## src/sv/lcd_rect_and_glyph_draw_engine_assert.svh

```systemverilog
// Assertion macros shared by the draw engine modules.
// Each macro expects the signals clk and rst_n in the scope where it is used.
`ifndef LCD_RECT_AND_GLYPH_DRAW_ENGINE_ASSERT_SVH
`define LCD_RECT_AND_GLYPH_DRAW_ENGINE_ASSERT_SVH

// Check a condition that must hold in the same cycle as its trigger
`define LRGE_ASSERT_NOW(label, ante, cons, msg) \
    label: assert property (@(posedge clk) disable iff (!rst_n) (ante) |-> (cons)) \
        else $error(msg);

// Check a condition that must hold in the cycle after its trigger
`define LRGE_ASSERT_NEXT(label, ante, cons, msg) \
    label: assert property (@(posedge clk) disable iff (!rst_n) (ante) |=> (cons)) \
        else $error(msg);

`endif

```

## src/sv/lrge_pkg.sv

```systemverilog
// Shared types and constants of the rectangle and glyph draw engine.
// No dependencies; used by the controller, the datapath and the top level.
package lrge_pkg;

    // Font memory geometry
    localparam int FONT_BYTES = 4096;
    localparam int FONT_AW    = $clog2(FONT_BYTES);

    // Full-screen window restored after every draw
    localparam logic [15:0] SCREEN_X_MAX = 16'd239;
    localparam logic [15:0] SCREEN_Y_MAX = 16'd319;

    // Controller opcodes
    localparam logic [7:0] CMD_COL_ADDR = 8'h2A;
    localparam logic [7:0] CMD_ROW_ADDR = 8'h2B;
    localparam logic [7:0] CMD_MEM_WR   = 8'h2C;

    // Offset of the first glyph in font memory
    localparam logic [11:0] GLYPH_BASE_OFS = 12'd4;

    // Item modes
    localparam logic [1:0] MODE_FILL = 2'd0;
    localparam logic [1:0] MODE_CHAR = 2'd1;
    localparam logic [1:0] MODE_FONT = 2'd2;
    localparam logic [1:0] MODE_ADV  = 2'd3;

    // Result status codes
    localparam logic [1:0] ST_OK       = 2'd0;
    localparam logic [1:0] ST_BUSY     = 2'd1;
    localparam logic [1:0] ST_LOW_CHAR = 2'd2;
    localparam logic [1:0] ST_IDLE_ADV = 2'd3;

    // Configuration register indexes
    localparam logic [2:0] CFG_FG_COLOR     = 3'd0;
    localparam logic [2:0] CFG_BG_COLOR     = 3'd1;
    localparam logic [2:0] CFG_GLYPH_WIDTH  = 3'd2;
    localparam logic [2:0] CFG_GLYPH_HEIGHT = 3'd3;
    localparam logic [2:0] CFG_FIRST_CHAR   = 3'd4;

    // Input item as packed on s_tdata, last field in the low bits
    typedef struct packed {
        logic [3:0]  pad;
        logic [7:0]  font_data;
        logic [11:0] font_addr;
        logic [7:0]  char_code;
        logic [11:0] y_end;
        logic [11:0] x_end;
        logic [11:0] y_start;
        logic [11:0] x_start;
    } in_item_t;

    // Commands from the controller to the datapath
    typedef struct packed {
        logic load;
        logic prep;
        logic mul;
        logic exec;
    } ctrl_cmd_t;

    // Status from the datapath to the controller
    typedef struct packed {
        logic out_free;
    } dp_stat_t;

endpackage

```

## src/sv/lrge_ctrl.sv

```systemverilog
// Item sequencer of the draw engine: accept, prepare, multiply, commit.
// Depends on lrge_pkg and the assertion macro header.
`include "lcd_rect_and_glyph_draw_engine_assert.svh"

module lrge_ctrl (
    input  logic                clk,
    input  logic                rst_n,
    input  logic                s_tvalid,
    output logic                s_tready,
    input  lrge_pkg::dp_stat_t  stat,
    output lrge_pkg::ctrl_cmd_t cmd
);

    localparam logic [1:0] C_IDLE = 2'd0;
    localparam logic [1:0] C_PREP = 2'd1;
    localparam logic [1:0] C_MUL  = 2'd2;
    localparam logic [1:0] C_EXEC = 2'd3;

    logic [1:0] state_reg;
    logic [1:0] state_next;

    // Take an item only when no other item is in flight
    assign s_tready = (state_reg == C_IDLE);

    // Issue one command per state; commit waits for a free output register
    always_comb
    begin
        cmd.load   = s_tvalid && (state_reg == C_IDLE);
        cmd.prep   = (state_reg == C_PREP);
        cmd.mul    = (state_reg == C_MUL);
        cmd.exec   = (state_reg == C_EXEC) && stat.out_free;
        state_next = state_reg;
        case (state_reg)
            C_IDLE:
            begin
                if (cmd.load)
                begin
                    state_next = C_PREP;
                end
            end
            C_PREP:  state_next = C_MUL;
            C_MUL:   state_next = C_EXEC;
            C_EXEC:
            begin
                if (cmd.exec)
                begin
                    state_next = C_IDLE;
                end
            end
            default: state_next = C_IDLE;
        endcase
    end

    // Advance the sequencer
    always_ff @(posedge clk or negedge rst_n)
    begin
        if (!rst_n)
        begin
            state_reg <= C_IDLE;
        end
        else
        begin
            state_reg <= state_next;
        end
    end

    `LRGE_ASSERT_NOW(a_one_cmd, 1'b1, $onehot0({cmd.load, cmd.prep, cmd.mul, cmd.exec}),
        "more than one datapath command in a cycle")
    `LRGE_ASSERT_NEXT(a_load_starts, cmd.load, cmd.prep,
        "accepted transaction did not enter the prepare step")
    `LRGE_ASSERT_NEXT(a_exec_frees, cmd.exec, s_tready,
        "sequencer did not return to accept after commit")

endmodule

```

## config.mk

```make
export PLATFORM = sky130hd
export DESIGN_NAME = lrge_ctrl
export DESIGN_NICKNAME = d
export VERILOG_FILES = /design/src/sv/lrge_pkg.sv /design/src/sv/lrge_ctrl.sv
export VERILOG_INCLUDE_DIRS = /design/src /design/src/sv
export SDC_FILE = /design/constraint.sdc
export NUM_CORES = 1
export LEC_CHECK = 0
export BUFFER_PORTS_ARGS = -buffer_cell sky130_fd_sc_hd__clkbuf_2
export CORE_AREA = 2 2 39 41
export DETAILED_ROUTE_END_ITERATION = 8
export DIE_AREA = 0 0 41 43
export GPL_TIMING_DRIVEN = 1
export HOLD_SLACK_MARGIN = 0.15
export SKIP_CTS_REPAIR_TIMING = 1
export SYNTH_ARGS = -nofsm -noshare
export SYNTH_HDL_FRONTEND = slang
export SYNTH_SLANG_ARGS = --single-unit
```

## constraint.sdc

```tcl
create_clock -name clk -period 1.73 [get_ports clk]
set_clock_uncertainty 0.05 [all_clocks]
set_input_delay 0.173 -clock clk [delete_from_list [all_inputs] [get_ports clk]]
set_output_delay 0.173 -clock clk [all_outputs]
set_load 0.1 [all_outputs]
```

==> flow_summary.json, run 1 <==
{
  "outcome": "finished, final reports clean",
  "worstPathCellList": "ha_1 -> and2_2 -> clkbuf_2",
  "crit_path_top_delay_cell": "dfrtp_1",
  "firstDrtPassIters": 2,
  "synth_cell_types": 9,
  "core-area_um2": 1380,
  "reg2reg_depth": 4,
  "grt_pass1_wl_um": 545,
  "synth_cells": 15,
  "tns_ns": 0,
  "max_stage_delay_ns": 0.40,
  "rsz0062_at_grt": "false",
  "htree_levels": 1,
  "synth_area_um2": 174,
  "initialDrtViolationCount": 1,
  "crit_required_ns": 1.51,
  "synth_warnings": 0,
  "place_congestion": 0.586,
  "grt_max_degree": 5,
  "finalHoldViolCount": 0,
  "antenna_found_initial": 0,
  "worst_pin_slew_ns": 0.540,
  "grt_pass1_vias": 145,
  "ant_nets": 0,
  "max_slew_margin": 0.642,
  "crit_arrival_ns": 1.37,
  "utilization": 0.211,
  "syn-num-nets": 23,
  "largest_reg_flops": 2,
  "end_kind": "output port",
  "grtUsageTotal": 0.0533,
  "hold_path.class": "input pin to async pin",
  "maxCapViolations": 0,
  "layout-drive-gt1-share": 0.667,
  "diodes": 0,
  "cp-start-kind": "register",
  "cts.clk_slew.worst_paths_ns": 0.03,
  "criticalPathCategory": "register to output port",
  "cts_buffers": 3,
  "vias_per_cell": 3.28,
  "routed_wl_um": 317,
  "cts_tree": "yes",
  "vias": 141,
  "drv_slew": 0,
  "ys_seq_area_frac": 0.288,
  "finalCriticalPeriod_ns": 1.59,
  "cts-root-buf": "clkbuf_4",
  "area_delta_synth_final_pct": 67.6,
  "syn_area_per_cell_um2": 11.6,
  "clock_sinks": 2,
  "overflow": 0,
  "io_pins": 9,
  "start_util": 0.126,
  "fmax_mhz": 629,
  "critPathMaxFanout": 4,
  "die-area_um2": 1760,
  "finalSetupViolCount": 0,
  "die_y_um": 43,
  "num_rows": 14,
  "die_w_um": 41,
  "port_buffers": 8,
  "clock_path_buffers": 2,
  "ys_seq_elements": 2,
  "min_period_over_period": 0.919,
  "clkLatencyLatePin_ns": 0.22,
  "drc": 0,
  "place_hpwl_um": 251,
  "wl_per_cell_um": 7.37,
  "finalNetCount": 37
}
[synth_stat cells]
cell | n | area share
a21oi_2 | 1 | 0.050
and2_1 | 1 | 0.036
and2_2 | 1 | 0.043
dfrtp_1 | 2 | 0.29
ha_1 | 4 | 0.29
inv_1 | 3 | 0.065
mux2_4 | 1 | 0.086
nor2b_4 | 1 | 0.079
o32a_2 | 1 | 0.065
[layout by cell type (no fill, tap or decap)]
master         n
clkbuf_2       5
inv_1          3
ha_1           3
clkbuf_4       3
buf_4          2
dfrtp_1        2
and2_4         1
and2_2         1
nor2b_4        1
a21oi_2        1
o32a_2         1
mux2_4         1
ha_2           1
dlygate4sd3_1  1
buf_12         1
[through the flow]
stage,cell area [µm²],hold slack (ns),cells,setup slack (ns)
floorplan,179,-0.173,15,0.0485
global placement,259,-0.0911,39,0.360
detailed placement,259,-0.0911,39,0.363
CTS,282,-0.335,42,0.116
global route,292,0.233,43,0.0514
finish,292,0.223,43,0.140
[worst paths after layout]
kind	startpoint	slack [ns]	end
setup / recovery	state_reg[0]	0.14	cmd[0]
hold / removal	rst_n	0.22	state_reg[0]
setup reg to reg	state_reg[0]	0.37	state_reg[1]
hold reg to reg	state_reg[0]	0.52	state_reg[0]
max in group asynchronous	rst_n	1.31	state_reg[1]
min in group clk	stat	0.30	state_reg[0]
[kinds of logic after synthesis]
kind of cell               count (synthesis)  share of synthesized area
buffers and inverters                      3                     0.0647
and+or+nand+nor                            3                      0.158
adders and majority gates                  4                      0.288
DFF                                        2                      0.288
muxes                                      1                     0.0863
AOI/OAI and AO/OA                          2                      0.115
[cell type report]
cell class / instances / area [µm²]
timing repair buffer: 9 / 70.1
multi-input combinational: 10 / 118
clock buffer: 3 / 22.5
inverter: 3 / 11.3
tap: 16 / 20.0
fill: 151 / 1090
sequential: 2 / 50.0
[metal layers]
metal	global-route usage	part of all wire	wire length, µm
met5	0	0	0
met4	0.0800	0	0
met3	0.0314	0.11	35
met2	0.0625	0.49	156
met1	0.0485	0.39	125
[critical path, delay by kind of cell (launching register included)]
family | cells | cell delay, ns
DFF | 1 | 0.40
adders and majority gates | 1 | 0.22
and+or+nand+nor | 1 | 0.16
buffers and inverters | 1 | 0.36
Power of run 1 is not shown: default switching activity piles up to over one toggle a cycle in this logic, so the estimate is an artifact.
==> run 2, diff against run 1 <==
==> constraint.sdc (replaced) <==
create_clock -name clk -period 1.73 [get_ports clk]
set_clock_uncertainty 0.05 [all_clocks]
set_input_delay 0.0865 -clock clk [delete_from_list [all_inputs] [get_ports clk]]
set_output_delay 0.0865 -clock clk [all_outputs]
set_load 0.1 [all_outputs]
==> run 2 against run 1 <==
Net effect: utilization fell by 0.36 points; via count grew 1.4%; critical path depth unchanged; largest cell class unchanged; worst setup slack better by 0.055 ns; critical path type unchanged; sequential share of layout area is 0.30 points higher; die area stayed put; non-clock buffer count unchanged; routed wire length up 4.1%.
==> flow_summary.json, run 2 (synthesis results as in run 1) <==
{
  "worst_slack_ns": 0.195,
  "num_rows": 14,
  "port_buffers": 8,
  "overflow": 0,
  "io_pins": 9,
  "firstDrtPassIters": 2,
  "criticalPathCategory": "register to output port",
  "utilization": 0.207,
  "min_period_over_period": 0.887,
  "mostFrequentLayoutCells": "7 x clkbuf_2, 3 x inv_1, 3 x ha_1, 3 x clkbuf_4, 2 x dfrtp_1",
  "finalCriticalPeriod_ns": 1.53,
  "grt_pass1_vias": 145,
  "crit_family": "buffers and inverters",
  "worst_pin_slew_ns": 0.542,
  "grt_pass1_wl_um": 476,
  "ant_nets": 0,
  "grt_max_degree": 5,
  "max_stage_delay_ns": 0.46,
  "finalNetCount": 37,
  "maxCapViolations": 0,
  "grtUsageTotal": 0.0442,
  "max_slew_margin": 0.640,
  "largest_reg_flops": 2,
  "layout-drive-gt1-share": 0.667,
  "place_hpwl_um": 282,
  "outcome": "finished, final reports clean",
  "hold_path.class": "input pin to async pin",
  "cts_buffers": 3,
  "drv_slew": 0,
  "die_y_um": 43,
  "wl_per_cell_um": 7.67,
  "rsz0062_at_grt": "false",
  "mostFrequentLayoutCell": "clkbuf_2",
  "vias": 143,
  "diodes": 0,
  "end_kind": "output port",
  "htree_levels": 1,
  "cts_tree": "yes",
  "die_w_um": 41,
  "fmax_mhz": 651,
  "drc": 0,
  "critPathMaxFanout": 4,
  "cts.clk_slew.worst_paths_ns": 0.03,
  "crit_required_ns": 1.59,
  "clock_sinks": 2,
  "worst-path-buf-inv": 2,
  "place_congestion": 0.608,
  "nFillCells": 159,
  "cts-root-buf": "clkbuf_4",
  "placed_cell_area_um2": 254,
  "vias_per_cell": 3.33,
  "start_util": 0.126,
  "fin_area_um2": 287,
  "crit_path_top_delay_cell": "clkbuf_2",
  "clock_path_buffers": 2,
  "die-area_um2": 1760,
  "clkLatencyLatePin_ns": 0.22,
  "initialDrtViolationCount": 2,
  "worstPathCellList": "inv_1 -> ha_2 -> clkbuf_2",
  "tns_ns": 0,
  "finalSetupViolCount": 0,
  "area_delta_synth_final_pct": 64.7,
  "cp-start-kind": "register",
  "antenna_found_initial": 0,
  "core-area_um2": 1380,
  "routed_wl_um": 330,
  "detailedPlace.worstSlack_ns": 0.369,
  "finalHoldViolCount": 0,
  "crit_arrival_ns": 1.40
}
run 2: changes by cell type in the layout (fill, tap and decap cells not counted):
cell,previous run,this run
buf_4,2,0
clkbuf_2,5,7
run 2: worst paths after layout:
check	startpoint	end	slack [ns]	cells after the start
max	state_reg[0]	s_tready	0.20	3
min	rst_n	state_reg[1]	0.14	2
max reg2reg	state_reg[0]	state_reg[1]	0.37	4
min reg2reg	state_reg[0]	state_reg[0]	0.51	1
max in group asynchronous	rst_n	state_reg[0]	1.39	2
min in group clk	stat	state_reg[0]	0.21	3
run 2: layout make-up:
cell class                 instances  area [µm²]  area share
timing repair buffer               9        65.1       0.227
sequential                         2        50.0       0.175
multi-input combinational         10         118       0.410
inverter                           3        11.3      0.0393
clock buffer                       3        22.5      0.0786
tap                               16        20.0      0.0699
run 2: metrics by stage:
step / hold WS (ns) / instances
global placement: -0.174 / 39
global route: 0.156 / 43
CTS: -0.419 / 42
finish: 0.141 / 43
floorplan: -0.259 / 15
detailed placement: -0.175 / 39
run 2: per-layer routing:
metal	share of wire	wire (µm)	global-route usage	vias up
li1	-	-	-	74
met1	0.36	118	0.0418	64
met2	0.53	175	0.0594	5
met3	0.11	36	0.0157	0
met4	0	0	0.0600	0
met5	0	0	0	-
Power of run 2 is left out for the same reason.
==> run 3, diff against run 2 <==
==> constraint.sdc (replaced) <==
create_clock -name clk -period 1.73 [get_ports clk]
set_clock_uncertainty 0.05 [all_clocks]
set_input_delay 0.2595 -clock clk [delete_from_list [all_inputs] [get_ports clk]]
set_output_delay 0.2595 -clock clk [all_outputs]
set_load 0.1 [all_outputs]
==> run 3 against run 2 <==
Net effect: via count down 1.4%; clock-buffer cell count unchanged; sequential cell count unchanged; non-clock buffer count unchanged; utilization up 4.0 points; register-to-register slack worse by 0.02 ns; largest cell class unchanged.
==> flow_summary.json, run 3 (synthesis results as in run 1) <==
{
  "gr-usage-met3": 0.0209,
  "area_delta_synth_final_pct": 96.4,
  "clock_sinks": 2,
  "nFillCells": 142,
  "grt_util_met1": 0.0804,
  "finalSetupViolCount": 0,
  "end_kind": "output port",
  "fin_cells": 43,
  "crit_arrival_ns": 1.33,
  "startpoint": "state_reg[0]",
  "r2r-end": "state_reg[1]",
  "drv_slew": 0,
  "cts_buffers": 3,
  "grtUsageMet2": 0.0594,
  "core-area_um2": 1380,
  "whs_ns": 0.324,
  "mostFrequentLayoutCells": "4 x buf_12, 3 x inv_1, 3 x ha_1, 3 x clkbuf_4, 3 x clkbuf_2",
  "num_rows": 14,
  "start_util": 0.126,
  "wl_per_cell_um": 8.65,
  "finalHoldViolCount": 0,
  "reg2reg_depth": 4,
  "mostFrequentLayoutCell": "buf_12",
  "max_slew_margin": 0.676,
  "placed_cell_area_um2": 309,
  "reg2reg_slack_ns": 0.35,
  "cts_tree": "yes",
  "finalNetCount": 37,
  "grt_pass1_wl_um": 641,
  "grt_max_degree": 5,
  "grtUsageTotal": 0.0602,
  "fmax_mhz": 609,
  "busiest_layer": "met1",
  "port_buffers": 8,
  "cp-start-kind": "register",
  "cts.clk_slew.worst_paths_ns": 0.03,
  "die_y_um": 43,
  "routed_wl_um": 372,
  "clock_path_buffers": 2,
  "diodes": 0,
  "io_pins": 9,
  "layout-drive-gt1-share": 0.667,
  "criticalPathCategory": "register to output port",
  "ant_nets": 0,
  "tns_ns": 0,
  "die-area_um2": 1760,
  "worst_pin_slew_ns": 0.490,
  "vias_per_cell": 3.28,
  "clkLatencyLatePin_ns": 0.22,
  "firstDrtPassIters": 2,
  "outcome": "finished, final reports clean",
  "rsz0062_at_grt": "false",
  "antenna_found_initial": 0,
  "cts-root-buf": "clkbuf_4",
  "die_w_um": 41,
  "fin_area_um2": 342,
  "drc": 0,
  "r2r-start": "state_reg[0]",
  "largest_reg_flops": 2,
  "hold_path.class": "input pin to async pin",
  "dp_cells": 39,
  "grt_pass1_vias": 159,
  "overflow": 0,
  "crit_required_ns": 1.42,
  "vias": 141,
  "place_congestion": 0.654,
  "maxCapViolations": 0,
  "htree_levels": 1,
  "initialDrtViolationCount": 3,
  "critPathMaxFanout": 4,
  "finalCriticalPeriod_ns": 1.64,
  "cp-endpoint": "cmd[0]",
  "min_period_over_period": 0.949
}
==> run 3: cell count changes in the layout (fill, tap and decap cells not counted), sizes merged <==
cell	change
buf	+4
clkbuf	-4
==> run 3: per-layer routing <==
layer / routed length, µm / share of wire
met4: 0 / 0
met3: 41 / 0.11
met1: 193 / 0.52
met2: 137 / 0.37
met5: 0 / 0
==> run 3: worst min-delay path by stage <==
stage / endpoint / slack, ns / cells past startpoint
after CTS: state_reg[0] / -0.24 / 1
after global routing: state_reg[0] / 0.33 / 2
after floorplan: state_reg[0] / -0.09 / 0
after global placement: state_reg[0] / 0.003 / 1
after detailed placement: state_reg[0] / 0.002 / 1
final: state_reg[0] / 0.32 / 2
==> run 3: layout make-up <==
type / instances / area, µm² / share of cell area
tap: 16 / 20.0 / 0.0586
clock buffer: 3 / 22.5 / 0.0659
multi-input combinational: 10 / 128 / 0.374
inverter: 3 / 11.3 / 0.0330
timing repair buffer: 9 / 110 / 0.322
sequential: 2 / 50.0 / 0.147
==> run 3: stage by stage <==
step	setup slack [ns]	utilization
floorplan	0.0313	-
global placement	0.278	0.223
detailed placement	0.276	0.223
CTS	0.0293	0.240
global route	0.0150	0.247
finish	0.0881	0.247
==> run 3: worst max-delay path, cell delays in order (launching register included) <==
cell     delay (ns)
dfrtp_1        0.39
ha_1           0.17
and2_2         0.12
buf_2          0.41
Power of run 3 is left out for the same reason.
